--- config.mk ---
export PLATFORM = sky130hd
export DESIGN_NAME = glyph_outline_segment_converter
export DESIGN_NICKNAME = d
export VERILOG_FILES = /design/src/sv/gosc_pkg.sv /design/src/sv/gosc_core.sv /design/src/sv/gosc_fifo.sv /design/src/sv/glyph_outline_segment_converter.sv
export SDC_FILE = /design/constraint.sdc
export NUM_CORES = 1
export LEC_CHECK = 0
export ABC_AREA = 0
export BUFFER_PORTS_ARGS = -buffer_cell sky130_fd_sc_hd__buf_2
export CAP_MARGIN = 10
export CORE_MARGIN = 2
export CORE_UTILIZATION = 45
export DETAILED_ROUTE_END_ITERATION = 16
export PLACE_DENSITY_LB_ADDON = 0.15
export SLEW_MARGIN = 20
export SYNTH_ARGS = -nofsm -noshare
export SYNTH_HDL_FRONTEND = slang
export SYNTH_SLANG_ARGS = --single-unit
--- constraint.sdc ---
create_clock -name aclk -period 4.6 [get_ports aclk]
set_input_delay 0.23 -clock aclk [delete_from_list [all_inputs] [get_ports aclk]]
set_output_delay 0.23 -clock aclk [all_outputs]
set_load 0.005 [all_outputs]
--- src/sv/gosc_pkg.sv ---
package gosc_pkg;

    // Default segment buffer capacity in slots
    localparam int unsigned SEG_CAPACITY_DEFAULT = 2097152;

    // Fixed field widths
    localparam int unsigned COORD_W = 16;
    localparam int unsigned SLOT_W  = 21;
    localparam int unsigned COUNT_W = 15;

    // Contour segment count saturates here
    localparam logic [COUNT_W-1:0] COUNT_MAX = {COUNT_W{1'b1}};

    // Result queue depth; two free entries are needed to take a vertex
    localparam int unsigned FIFO_DEPTH = 4;
    localparam int unsigned FIFO_PTR_W = $clog2(FIFO_DEPTH);
    localparam int unsigned FIFO_CNT_W = $clog2(FIFO_DEPTH + 1);

    typedef enum logic [1:0] {
        KIND_MOVE  = 2'd0,
        KIND_LINE  = 2'd1,
        KIND_QUAD  = 2'd2,
        KIND_CUBIC = 2'd3
    } kind_t;

    typedef enum logic {
        REC_SEGMENT = 1'b0,
        REC_PATCH   = 1'b1
    } rec_kind_t;

    typedef struct packed {
        kind_t                      kind;
        logic signed [COORD_W-1:0]  end_x;
        logic signed [COORD_W-1:0]  end_y;
        logic signed [COORD_W-1:0]  ctrl_x;
        logic signed [COORD_W-1:0]  ctrl_y;
        logic signed [COORD_W-1:0]  ctrl2_x;
        logic signed [COORD_W-1:0]  ctrl2_y;
        logic                       glyph_end;
    } vertex_t;

    typedef struct packed {
        rec_kind_t                  record_kind;
        logic [SLOT_W-1:0]          slot;
        logic signed [COORD_W-1:0]  start_x;
        logic signed [COORD_W-1:0]  start_y;
        logic signed [COORD_W-1:0]  stop_x;
        logic signed [COORD_W-1:0]  stop_y;
        logic signed [COORD_W-1:0]  quad_ctrl_x;
        logic signed [COORD_W-1:0]  quad_ctrl_y;
        logic [COUNT_W-1:0]         contour_count;
        logic                       overflow;
        logic                       run_last;
    } record_t;

    // Fixed-width part of the converter state
    typedef struct packed {
        logic signed [COORD_W-1:0]  prev_x;
        logic signed [COORD_W-1:0]  prev_y;
        logic [COUNT_W-1:0]         contour_segments;
        logic                       glyph_open;
    } pos_state_t;

endpackage

--- src/sv/gosc_core.sv ---
module gosc_core
    import gosc_pkg::*;
#(
    parameter int unsigned SEGMENT_CAPACITY = SEG_CAPACITY_DEFAULT,
    localparam int unsigned IDX_W = $clog2(SEGMENT_CAPACITY + 1)
) (
    input  vertex_t            vtx,
    input  pos_state_t         st,
    input  logic [IDX_W-1:0]   write_index,
    input  logic [IDX_W-1:0]   contour_head,
    output pos_state_t         st_next,
    output logic [IDX_W-1:0]   write_index_next,
    output logic [IDX_W-1:0]   contour_head_next,
    output record_t            rec0,
    output record_t            rec1,
    output logic               push0,
    output logic               push1
);

    localparam logic [IDX_W-1:0] CAP = IDX_W'(SEGMENT_CAPACITY);

    // Sum of two coordinates halved toward zero
    function automatic logic signed [COORD_W-1:0] half_sum(
        input logic signed [COORD_W-1:0] a,
        input logic signed [COORD_W-1:0] b
    );
        logic signed [COORD_W:0] s;
        logic signed [COORD_W:0] t;
        s = {a[COORD_W-1], a} + {b[COORD_W-1], b};
        t = s + {{COORD_W{1'b0}}, s[COORD_W]};
        half_sum = t[COORD_W:1];
    endfunction

    logic                       first_vtx;
    logic                       move_vtx;
    logic                       draw_vtx;
    logic signed [COORD_W-1:0]  qx;
    logic signed [COORD_W-1:0]  qy;
    record_t                    seg_rec;
    record_t                    patch_old;
    record_t                    patch_new;

    assign first_vtx = !st.glyph_open;
    assign move_vtx  = st.glyph_open && (vtx.kind == KIND_MOVE);
    assign draw_vtx  = st.glyph_open && (vtx.kind != KIND_MOVE);

    // Pick the quadratic control point for the vertex kind
    always_comb begin
        case (vtx.kind)
            KIND_LINE: begin
                qx = half_sum(st.prev_x, vtx.end_x);
                qy = half_sum(st.prev_y, vtx.end_y);
            end
            KIND_QUAD: begin
                qx = vtx.ctrl_x;
                qy = vtx.ctrl_y;
            end
            KIND_CUBIC: begin
                qx = half_sum(vtx.ctrl_x, vtx.ctrl2_x);
                qy = half_sum(vtx.ctrl_y, vtx.ctrl2_y);
            end
            default: begin
                qx = '0;
                qy = '0;
            end
        endcase
    end

    // Advance head, count, write index, previous point and glyph flag
    always_comb begin
        st_next.prev_x     = vtx.end_x;
        st_next.prev_y     = vtx.end_y;
        st_next.glyph_open = !vtx.glyph_end;
        write_index_next   = write_index;
        contour_head_next  = contour_head;
        st_next.contour_segments = st.contour_segments;
        if (first_vtx || move_vtx) begin
            contour_head_next        = write_index;
            st_next.contour_segments = '0;
        end else begin
            if (write_index < CAP) begin
                write_index_next = write_index + IDX_W'(1);
            end
            if (st.contour_segments < COUNT_MAX) begin
                st_next.contour_segments = st.contour_segments + COUNT_W'(1);
            end
        end
    end

    // Build the segment record and both count patches
    always_comb begin
        seg_rec.record_kind   = REC_SEGMENT;
        seg_rec.slot          = SLOT_W'(write_index);
        seg_rec.start_x       = st.prev_x;
        seg_rec.start_y       = st.prev_y;
        seg_rec.stop_x        = vtx.end_x;
        seg_rec.stop_y        = vtx.end_y;
        seg_rec.quad_ctrl_x   = qx;
        seg_rec.quad_ctrl_y   = qy;
        seg_rec.contour_count = '0;
        seg_rec.overflow      = (write_index >= CAP);
        seg_rec.run_last      = !vtx.glyph_end;

        patch_old               = '0;
        patch_old.record_kind   = REC_PATCH;
        patch_old.slot          = SLOT_W'(contour_head);
        patch_old.contour_count = st.contour_segments;
        patch_old.overflow      = (contour_head >= CAP);
        patch_old.run_last      = !vtx.glyph_end;

        patch_new               = '0;
        patch_new.record_kind   = REC_PATCH;
        patch_new.slot          = SLOT_W'(contour_head_next);
        patch_new.contour_count = st_next.contour_segments;
        patch_new.overflow      = (contour_head_next >= CAP);
        patch_new.run_last      = 1'b1;
    end

    // First result is the vertex's own; second is the closing patch
    always_comb begin
        if (first_vtx) begin
            rec0 = patch_new;
        end else if (move_vtx) begin
            rec0 = patch_old;
        end else begin
            rec0 = seg_rec;
        end
        rec1  = patch_new;
        push0 = draw_vtx || move_vtx || vtx.glyph_end;
        push1 = !first_vtx && vtx.glyph_end;
    end

endmodule

--- src/sv/gosc_fifo.sv ---
module gosc_fifo
    import gosc_pkg::*;
(
    input  logic     aclk,
    input  logic     aresetn,
    input  logic     push0,
    input  logic     push1,
    input  record_t  rec0,
    input  record_t  rec1,
    input  logic     pop,
    output record_t  head,
    output logic     not_empty,
    output logic     has_room
);

    record_t                 entry_reg [FIFO_DEPTH];
    logic [FIFO_PTR_W-1:0]   wr_ptr_reg;
    logic [FIFO_PTR_W-1:0]   rd_ptr_reg;
    logic [FIFO_CNT_W-1:0]   count_reg;
    logic [FIFO_PTR_W-1:0]   wr_ptr_next;
    logic [FIFO_PTR_W-1:0]   rd_ptr_next;
    logic [FIFO_CNT_W-1:0]   count_next;
    logic                    do_pop;

    assign do_pop    = pop && (count_reg != '0);
    assign not_empty = (count_reg != '0);
    assign has_room  = (count_reg <= FIFO_CNT_W'(FIFO_DEPTH - 2));
    assign head      = entry_reg[rd_ptr_reg];

    // Store one or two records per transaction
    always_ff @(posedge aclk) begin
        if (push0) begin
            entry_reg[wr_ptr_reg] <= rec0;
        end
        if (push1) begin
            entry_reg[wr_ptr_reg + FIFO_PTR_W'(1)] <= rec1;
        end
    end

    // Advance pointers and occupancy
    always_comb begin
        wr_ptr_next = wr_ptr_reg + FIFO_PTR_W'(push0) + FIFO_PTR_W'(push1);
        rd_ptr_next = rd_ptr_reg + FIFO_PTR_W'(do_pop);
        count_next  = count_reg + FIFO_CNT_W'(push0) + FIFO_CNT_W'(push1)
                      - FIFO_CNT_W'(do_pop);
    end

    always_ff @(posedge aclk) begin
        if (!aresetn) begin
            wr_ptr_reg <= '0;
            rd_ptr_reg <= '0;
            count_reg  <= '0;
        end else begin
            wr_ptr_reg <= wr_ptr_next;
            rd_ptr_reg <= rd_ptr_next;
            count_reg  <= count_next;
        end
    end

`ifndef NO_ASSERTIONS
    a_count_bound: assert property (@(posedge aclk) disable iff (!aresetn)
        count_reg <= FIFO_CNT_W'(FIFO_DEPTH))
        else $error("result queue occupancy past depth");

    a_push_order: assert property (@(posedge aclk) disable iff (!aresetn)
        push1 |-> push0)
        else $error("second record pushed without first");

    a_push_room: assert property (@(posedge aclk) disable iff (!aresetn)
        push0 |-> $past(count_reg) <= FIFO_CNT_W'(FIFO_DEPTH) && has_room)
        else $error("record pushed into full queue");
`endif

endmodule

--- src/sv/glyph_outline_segment_converter.sv ---
// Channel  | Ports                      | Contents
// ---------+----------------------------+---------------------------------------------
// input    | s_tvalid s_tready s_tdata  | one outline vertex; tuser kind, tlast glyph end
// result   | m_tvalid m_tready m_tdata  | segment or count patch; tlast last of vertex
//
// A vertex is taken in every cycle while two entries of the four-entry result
// queue are free; it is processed in the cycle it is accepted.
// A vertex yields zero, one or two result records, each sent as its own output transfer,
// so the output port sets the sustained rate.
// Reset clears the outline state and empties the queue; no clearing pass.
// A stalled result side holds queued records and drops s_tready once room is short.
module glyph_outline_segment_converter
    import gosc_pkg::*;
#(
    parameter int unsigned SEGMENT_CAPACITY = SEG_CAPACITY_DEFAULT,
    localparam int unsigned IDX_W = $clog2(SEGMENT_CAPACITY + 1)
) (
    input  logic          aclk,
    input  logic          aresetn,
    input  logic          s_tvalid,
    output logic          s_tready,
    // end_x, end_y, ctrl_x, ctrl_y, ctrl2_x, ctrl2_y
    input  logic [95:0]   s_tdata,
    // kind
    input  logic [1:0]    s_tuser,
    input  logic          s_tlast,
    output logic          m_tvalid,
    input  logic          m_tready,
    // slot, start_x, start_y, stop_x, stop_y, quad_ctrl_x, quad_ctrl_y,
    // contour_count, zero pad
    output logic [135:0]  m_tdata,
    // record_kind, overflow
    output logic [1:0]    m_tuser,
    output logic          m_tlast
);

    pos_state_t          st_reg;
    pos_state_t          st_next;
    logic [IDX_W-1:0]    write_index_reg;
    logic [IDX_W-1:0]    write_index_next;
    logic [IDX_W-1:0]    contour_head_reg;
    logic [IDX_W-1:0]    contour_head_next;
    vertex_t             vtx;
    record_t             rec0;
    record_t             rec1;
    record_t             head;
    logic                push0;
    logic                push1;
    logic                s_accept;
    logic                has_room;

    assign s_tready = has_room;
    assign s_accept = s_tvalid && has_room;

    // Unpack the input transaction
    always_comb begin
        vtx.kind      = kind_t'(s_tuser);
        vtx.end_x     = s_tdata[15:0];
        vtx.end_y     = s_tdata[31:16];
        vtx.ctrl_x    = s_tdata[47:32];
        vtx.ctrl_y    = s_tdata[63:48];
        vtx.ctrl2_x   = s_tdata[79:64];
        vtx.ctrl2_y   = s_tdata[95:80];
        vtx.glyph_end = s_tlast;
    end

    gosc_core #(
        .SEGMENT_CAPACITY(SEGMENT_CAPACITY)
    ) u_core (
        .vtx               (vtx),
        .st                (st_reg),
        .write_index       (write_index_reg),
        .contour_head      (contour_head_reg),
        .st_next           (st_next),
        .write_index_next  (write_index_next),
        .contour_head_next (contour_head_next),
        .rec0              (rec0),
        .rec1              (rec1),
        .push0             (push0),
        .push1             (push1)
    );

    gosc_fifo u_fifo (
        .aclk      (aclk),
        .aresetn   (aresetn),
        .push0     (s_accept && push0),
        .push1     (s_accept && push1),
        .rec0      (rec0),
        .rec1      (rec1),
        .pop       (m_tready),
        .head      (head),
        .not_empty (m_tvalid),
        .has_room  (has_room)
    );

    // Update outline state on each accepted transaction
    always_ff @(posedge aclk) begin
        if (!aresetn) begin
            st_reg           <= '0;
            write_index_reg  <= '0;
            contour_head_reg <= '0;
        end else if (s_accept) begin
            st_reg           <= st_next;
            write_index_reg  <= write_index_next;
            contour_head_reg <= contour_head_next;
        end
    end

    // Pack the result transaction
    assign m_tdata = {4'd0, head.contour_count, head.quad_ctrl_y, head.quad_ctrl_x,
                      head.stop_y, head.stop_x, head.start_y, head.start_x, head.slot};
    assign m_tuser = {head.overflow, head.record_kind};
    assign m_tlast = head.run_last;

`ifndef NO_ASSERTIONS
    a_index_bound: assert property (@(posedge aclk) disable iff (!aresetn)
        write_index_reg <= IDX_W'(SEGMENT_CAPACITY) && contour_head_reg <= write_index_reg)
        else $error("write index or contour head out of range");

    a_glyph_close: assert property (@(posedge aclk) disable iff (!aresetn)
        s_accept && s_tlast |=> !st_reg.glyph_open)
        else $error("glyph still open after its last vertex");

    a_move_clears: assert property (@(posedge aclk) disable iff (!aresetn)
        s_accept && s_tuser == KIND_MOVE |=>
            st_reg.contour_segments == '0 && contour_head_reg == $past(write_index_reg))
        else $error("move did not restart the contour");

    a_segment_count: assert property (@(posedge aclk) disable iff (!aresetn)
        m_tvalid && m_tuser[0] == REC_SEGMENT |-> m_tdata[131:117] == '0)
        else $error("segment record carries a contour count");
`endif

endmodule
==> metrics.csv, run 1 <==
stage,metric,value,unit
timing,crit share post-route,0.945,
setup_path,cell family with most CP delay,simple AND/OR/NAND/NOR gates,
global_routing,GRT met1 Usage,0.335,
clock_tree,"CTS clk-pin slew, worst paths",0.06,ns
clock_tree,clk root buf,clkbuf_16,
logic_synthesis,Yosys reg bits,639,
timing,Final Hold Viols,0,
timing,max-slew violation count,0,
timing,fmax,230,MHz
logic_synthesis,mapped cell area,30800,um2
global_routing,M3 GR Usage,0.0363,
global_routing,initial antenna violation count,2,
die,die extent in x,266,um
setup_path,Critical Path RT,5.09,ns
die,Row Count,95,
logic_synthesis,"Top FF cell, synth",dfxtp_1,
route,initial DRC count,2247,
timing,Slew @ Worst Pin,1.12,ns
setup_path,CP max stage cell,nor4_1,
logic_synthesis,Synth cell types,77,
setup_path,arrival time at the worst endpoint,4.84,ns
timing,RSZ-0062 raised after global routing,no,
clock_tree,number of buffers created by CTS,71,
clock_tree,TritonCTS clock tree,yes,
die,core area,67500,um2
route,drt first pass iters,6,
logic_synthesis,sequential-to-total area share from yosys stat,0.463,
timing,# setup viols final,0,
setup_path,reg2reg start,st_reg[25],
setup_path,R2R setup slack,0.25,ns
finish,cell area after layout,35600,um2
logic_synthesis,Post-synth EDFFs,148,
route,Routed WL per cell,24.2,um
die,Die ar.,70600,um2
logic_synthesis,Syn Area/Cell,10.7,um2
logic_synthesis,Post-Synthesis Cells,2875,
setup_path,R2R Path End,u_fifo.entry_reg[0][32],
hold_path,hold depth,3,
timing,clock skew,0.0260,ns
route,Post-DRT Antenna Nets,0,
global_routing,vias in the first global route,25188,
power_and_ir_drop,Peak VDD IR,0.380,mV
clock_tree,Sinks on Clock Net,639,
finish,Layout area overhead,15.4,%
timing,setup TNS,0,ns
global_routing,Total Routing Usage GR,0.267,
setup_path,CP most frequent cell,ha_1,
setup_path,CP Depth,15,
hold_path,Hold WC Path Type,input pin to flip-flop,
finish,Layout Utilization,0.527,
finish,Largest register FFs,540,
global_routing,GR Layer Usage met2,0.472,
setup_path,crit path cell chain,ha_1 -> a21o_1 -> a311oi_2 -> o22ai_1 -> or2_2 -> nor2b_1 -> ha_1 -> nand2_1 -> nand4b_1 -> nor4_1 -> nand4bb_1 -> nor3_1 -> xor2_1 -> o221ai_1 -> a22o_1,
placement,DP Area,32900,um2
finish,fraction of layout cells with a size suffix above 1,0.185,
timing,hold slack final,0.0936,ns
global_routing,gr ovfl total,0,
die,# IOs,244,
setup_path,WS Path Type,flip-flop to flip-flop,
die,Die Y,266,um
timing,min Tclk post-route,4.35,ns
logic_synthesis,synth warn,0,
clock_tree,post-CTS sizing,0,
route,drt drc,0,
placement,Port Buffers,239,
hold_path,Hold Startpoint,s_tdata[62],
route,DR vias,24955,
power_and_ir_drop,static leakage power,13.0,nW
setup_path,WP buf/inv,0,
finish,most frequent cells in the layout,"dfxtp_1 (489), nand2_1 (341), a32o_1 (276)",
setup_path,CP endpoint kind,flip-flop,
power_and_ir_drop,Power Density,489,nW/um2
setup_path,largest stage delay on the critical path,0.49,ns
finish,Final nets,3216,
clock_tree,later-pin clock latency in the skew report,0.61,ns
route,Via density,6.30,
finish,"commonest non-fill, non-tap cell in the layout",dfxtp_1,
clock_tree,H-tree depth,3,
timing,max_slew headroom,0.251,
hold_path,worst min-delay path endpoint,u_fifo.entry_reg[0][31],
logic_synthesis,"Async S/R FF share, synth",0,
setup_path,Crit Path Max Fanout,8,
job,Max-cap violations,0,
setup_path,R2R depth,15,
clock_tree,Max clock buf depth,3,
placement,Routability Congestion,0.898,
die,starting density of the core,0.457,
route,drt total wl,96000,um
placement,Final HPWL DP,61700,um
outcome,status,"finished, final reports clean",
global_routing,first-pass GRT wire length,147000,um
global_routing,largest net degree at the start of global routing,97,
global_routing,gr busiest metal,met2,
setup_path,CP Launch Type,flip-flop,
-- timing repair --
action | in CTS | in global routing
hold buffers | 32 | 0
setup endpoints to repair | 0 | 0
setup buffers | 0 | 0
hold endpoints to repair | 151 | 0
-- report_power, final --
group / total, mW / switching [mW] / internal [mW]
Combinational: 4.77 / 2.80 / 1.97
Sequential: 6.83 / 0.432 / 6.40
Clock: 5.78 / 2.31 / 3.47
-- per-layer routing --
metal  part of all wire  vias up  wire length, um
met5            0.00028        -               27
met2               0.50      846            48000
li1                   -    11362                -
met1               0.41    12568            39700
met3              0.054      175             5180
met4              0.032        4             3100
-- worst max-delay path by stage --
stage                            from                       to  slack (ns)
after floorplan            st_reg[25]  u_fifo.entry_reg[0][32]        0.93
after detailed placement  s_tdata[25]  u_fifo.entry_reg[0][32]        0.31
after global placement    s_tdata[25]  u_fifo.entry_reg[0][32]        0.46
final                      st_reg[25]  u_fifo.entry_reg[0][32]        0.25
after global routing       st_reg[25]  u_fifo.entry_reg[0][32]        0.01
after CTS                  st_reg[25]  u_fifo.entry_reg[0][32]        0.30
-- area by class of cell --
class                      count  area [um2]
antenna                        1        2.50
clock buffer                 104        2070
clock inverter                26         313
fill                        5898       31900
inverter                      54         203
multi-input combinational   1936       15500
sequential                   639       14300
tap                          873        1090
timing repair buffer         330        2100
-- Yosys cell counts (all sizes together), types with 6 or more instances --
| cell | number | share of area |
|---|---|---|
| dfxtp | 491 | 0.32 |
| nand2 | 341 | 0.042 |
| a32o | 276 | 0.090 |
| clkbuf | 211 | 0.026 |
| o21ai | 173 | 0.028 |
| edfxtp | 148 | 0.14 |
| mux4 | 135 | 0.099 |
| nor2 | 109 | 0.013 |
| a22o | 108 | 0.031 |
| xnor2 | 82 | 0.023 |
| ha | 74 | 0.030 |
| a21boi | 63 | 0.015 |
| a21oi | 63 | 0.010 |
| o22ai | 62 | 0.013 |
| inv | 53 | 0.0065 |
| and2 | 50 | 0.010 |
| nand3 | 49 | 0.0080 |
| xor2 | 47 | 0.013 |
| buf | 38 | 0.0054 |
| nor3 | 29 | 0.0047 |
| a21o | 25 | 0.0061 |
| nand4 | 21 | 0.0043 |
| a211oi | 20 | 0.0049 |
| and3 | 15 | 0.0030 |
| o211ai | 15 | 0.0037 |
| a31oi | 14 | 0.0028 |
| o21a | 14 | 0.0034 |
| nor2b | 13 | 0.0026 |
| or3 | 13 | 0.0026 |
| nand2b | 9 | 0.0018 |
| and4 | 8 | 0.0023 |
| fa | 7 | 0.0045 |
| mux2i | 7 | 0.0023 |
| o31ai | 7 | 0.0017 |
| nor4 | 6 | 0.0014 |
| o211a | 6 | 0.0019 |
| or2 | 6 | 0.0012 |
-- tightest hold or removal path: stages --
cell,delay [ns]
buf_2,0.11
a222oi_1,0.17
o21ai_1,0.14
-- kinds of logic after synthesis --
group	Yosys count	share of synthesized area
buffers and inverters	303	0.0376
other	1	0.000122
multiplexers	142	0.101
flip-flops	639	0.463
XOR/XNOR	129	0.0366
AND/OR/NAND/NOR	695	0.105
adder cells (fa/ha/maj)	81	0.0346
AO/OA/AOI/OAI	885	0.222
-- per-stage QoR --
stage | setup slack, ns | power (mW) | instances
CTS | 0.303 | 17.5 | 3961
global placement | 0.456 | 11.6 | 3799
finish | 0.252 | 17.4 | 3963
floorplan | 0.927 | 9.85 | 2878
detailed placement | 0.313 | 11.7 | 3799
global route | 0.00969 | 18.2 | 3962
No activity file was read; power rests on OpenSTA's default activity.
==> run 2, diff against run 1 <==
- ABC_AREA: 0 -> 1
==> run 2 against run 1 <==
Compared with the run above:
- area after synthesis rose by 6.1%
- sequential power is 3.2% higher
- clock skew shrank 0.0042 ns
- clock power is 3% lower
- design area is 4.3% higher
- die area rose by 6.0%
- cell count increased by 42%
- critical endpoint unchanged
==> metrics.csv, run 2 <==
stage,metric,value,unit,change
clock_tree,H-tree depth,3,,unchanged
die,Die Y,274,um,+3.0%
finish,Layout Utilization,0.518,,-0.00944
placement,DP Area,34500,um2,+5.1%
finish,most frequent cells in the layout,"nand2_1 (1112), o21ai_0 (665), dfxtp_1 (488)",,
clock_tree,"CTS clk-pin slew, worst paths",0.06,ns,about the same
setup_path,arrival time at the worst endpoint,4.20,ns,-0.64 ns
clock_tree,TritonCTS clock tree,yes,,
die,die extent in x,274,um,+3.0%
finish,Final Instance Count excl. Fillers,5613,,+42%
timing,fmax,270,MHz,+18%
power_and_ir_drop,Power Density,525,nW/um2,+7.5%
logic_synthesis,Synth area leaders,"dfxtp_1 (30%), edfxtp_1 (14%), nand2_1 (13%), o21ai_0 (10%), o22ai_1 (5.4%)",,
clock_tree,clk root buf,clkbuf_16,,
hold_path,Hold WC Path Type,input pin to flip-flop,,
global_routing,Total Routing Usage GR,0.283,,+0.0160
finish,Final nets,4794,,+49%
route,drt first pass iters,6,,unchanged
finish,Largest register FFs,540,,unchanged
power_and_ir_drop,P_sw,7.49,mW,+35%
clock_tree,post-CTS sizing,0,,unchanged
logic_synthesis,Post-synth EDFFs,148,,unchanged
route,metal3 WL,7210,um,+39%
die,Die ar.,74900,um2,+6.0%
logic_synthesis,sequential-to-total area share from yosys stat,0.436,,-0.0267
clock_tree,post-CTS setup buffers,0,,unchanged
route,drt drc,0,,unchanged
route,met2 WL,49800,um,+3.7%
placement,DP Worst Slack,0.967,ns,+0.654 ns
placement,Final HPWL DP,67900,um,+10%
power_and_ir_drop,Gate power share,0.351,,+0.076
job,Max-cap violations,0,,unchanged
setup_path,CP endpoint kind,flip-flop,,
logic_synthesis,Synth cell types,61,,-21%
die,core area,71700,um2,+6.2%
route,drt total wl,108000,um,+12%
setup_path,CP most frequent cell,nand2_1,,
timing,# setup viols final,0,,unchanged
finish,Layout area overhead,13.5,%,
route,met1 wire length,47400,um,+19%
power_and_ir_drop,share of power burned in registers,0.362,,-0.031
global_routing,first-pass GRT wire length,167000,um,+13%
route,Post-DRT Antenna Nets,0,,unchanged
timing,max-slew violation count,0,,unchanged
timing,Slew @ Worst Pin,1.09,ns,-0.0295 ns
timing,max_slew headroom,0.271,,+0.0196
global_routing,initial antenna violation count,1,,-1
timing,hold slack final,0.0271,ns,-0.0665 ns
placement,Routability Congestion,0.927,,+3.1%
logic_synthesis,"area leader, netlist",dfxtp_1,,
logic_synthesis,"Top FF cell, synth",dfxtp_1,,
power_and_ir_drop,clock power share,0.288,,-0.044
finish,diode count,0,,-1
setup_path,CP Launch Type,flip-flop,,
logic_synthesis,Post-Synthesis Cells,4478,,+56%
route,DR vias,31367,,+26%
setup_path,CP max stage cell,fa_1,,
logic_synthesis,most instantiated library cell after synthesis,nand2_1,,
logic_synthesis,mapped cell area,32700,um2,+6.1%
setup_path,Crit Path Max Fanout,4,,-4
die,# IOs,244,,unchanged
power_and_ir_drop,static leakage power,15.6,nW,+20%
clock_tree,CTS Hold Bufs,32,,unchanged
timing,Final Hold Viols,0,,unchanged
timing,min Tclk post-route,3.70,ns,-0.651 ns
route,initial DRC count,3007,,+34%
logic_synthesis,"Async S/R FF share, synth",0,,unchanged
logic_synthesis,Syn Area/Cell,7.31,um2,-32%
clock_tree,number of buffers created by CTS,70,,-1.4%
logic_synthesis,top cell type's share of synthesized area,0.300,,-0.0184
setup_path,largest stage delay on the critical path,0.39,ns,-0.10 ns
finish,cell area after layout,37100,um2,+4.3%
placement,Port Buffers,239,,unchanged
power_and_ir_drop,sw frac,0.384,,+0.0651
global_routing,largest net degree at the start of global routing,131,,+35%
finish,multi-input combinational cell area,16100,um2,+3.7%
logic_synthesis,synth warn,0,,unchanged
global_routing,gr ovfl total,0,,unchanged
die,Row Count,98,,+3.2%
finish,"commonest non-fill, non-tap cell in the layout",nand2_1,,
clock_tree,later-pin clock latency in the skew report,0.61,ns,about the same
power_and_ir_drop,Peak VDD IR,0.245,mV,-35%
global_routing,vias in the first global route,29117,,+16%
placement,Placed Instances,5456,,+44%
timing,clock skew,0.0218,ns,-0.00418 ns
die,starting density of the core,0.456,,-0.000547
power_and_ir_drop,internal power,12.0,mW,+1.5%
setup_path,WS Path Type,flip-flop to flip-flop,,
logic_synthesis,Yosys reg bits,639,,unchanged
finish,Fillers,7141,,+21%
outcome,status,"finished, final reports clean",,
clock_tree,Sinks on Clock Net,639,,unchanged
timing,worst setup margin,0.903,ns,+0.651 ns
finish,fraction of layout cells with a size suffix above 1,0.116,,-0.0699
power_and_ir_drop,total power,19.5,mW,+12%
finish,sequential standard cell area,14300,um2,about the same
clock_tree,Max clock buf depth,3,,unchanged
setup_path,Critical Path RT,5.10,ns,about the same
timing,crit share post-route,0.804,,-0.141
route,Routed WL per cell,19.2,um,-21%
route,Via density,5.59,,-11%
route,max layer used,met4,,
timing,setup TNS,0,ns,unchanged
logic_synthesis,"top cells by count, synth","nand2_1 (1112), o21ai_0 (665), dfxtp_1 (491)",,
timing,RSZ-0062 raised after global routing,no,,
==> run 2: cell type report <==
class,instances,area share
Multi-Input combinational cell,3245,0.433
Clock buffer,106,0.0555
Sequential cell,639,0.385
Inverter,336,0.0346
Clock inverter,19,0.00570
Tap cell,950,0.0320
Timing Repair Buffer,318,0.0541
==> run 2: cell families (layout without fill, tap and decap cells) <==
| logic type | after synthesis | in the layout | synth area share |
|---|---|---|---|
| compound gates | 1150 | 1150 | 0.189 |
| xor+xnor | 28 | 28 | 0.0100 |
| fa+ha+maj | 81 | 81 | 0.0326 |
| buf+inv | 597 | 779 | 0.0730 |
| flops | 639 | 639 | 0.436 |
| mux | 2 | 2 | 0.000612 |
| other cells | 1 | 4 | 0.000115 |
| simple gates | 1980 | 1980 | 0.258 |
==> run 2: power groups by stage <==
stage,Clock [mW],Combinational [mW],Sequential [mW]
6_report,5.61,6.84,7.05
4_1_cts,5.69,6.82,7.04
5_1_grt,5.91,7.57,7.15
2_1_floorplan,0,4.31,6.98
3_5_place_dp,0,6.77,7.15
3_3_place_gp,0,6.74,7.14
==> run 2: path summary, 6_finish.rpt <==
path / endpoint / cells past startpoint / startpoint / slack (ns)
hold reg to reg: u_fifo.entry_reg[1][37] / 2 / u_fifo.entry_reg[1][37] / 0.45
setup / recovery: u_fifo.entry_reg[0][32] / 26 / st_reg[16] / 0.90
setup reg to reg: u_fifo.entry_reg[0][32] / 26 / st_reg[16] / 0.90
hold / removal: st_reg[45] / 3 / s_tdata[13] / 0.03
==> run 2: worst max-delay path, delay by kind of cell, from the launching register on <==
family	cells	cell delay [ns]
adder cells (fa/ha/maj)	3	0.72
buffers and inverters	4	0.26
flip-flops	1	0.34
AND/OR/NAND/NOR	19	2.26
==> run 2: routing by layer <==
metal,track usage,up-vias
met2,0.461,1088
met4,0.105,0
met5,0,-
li1,-,15291
met3,0.0357,164
met1,0.383,14824
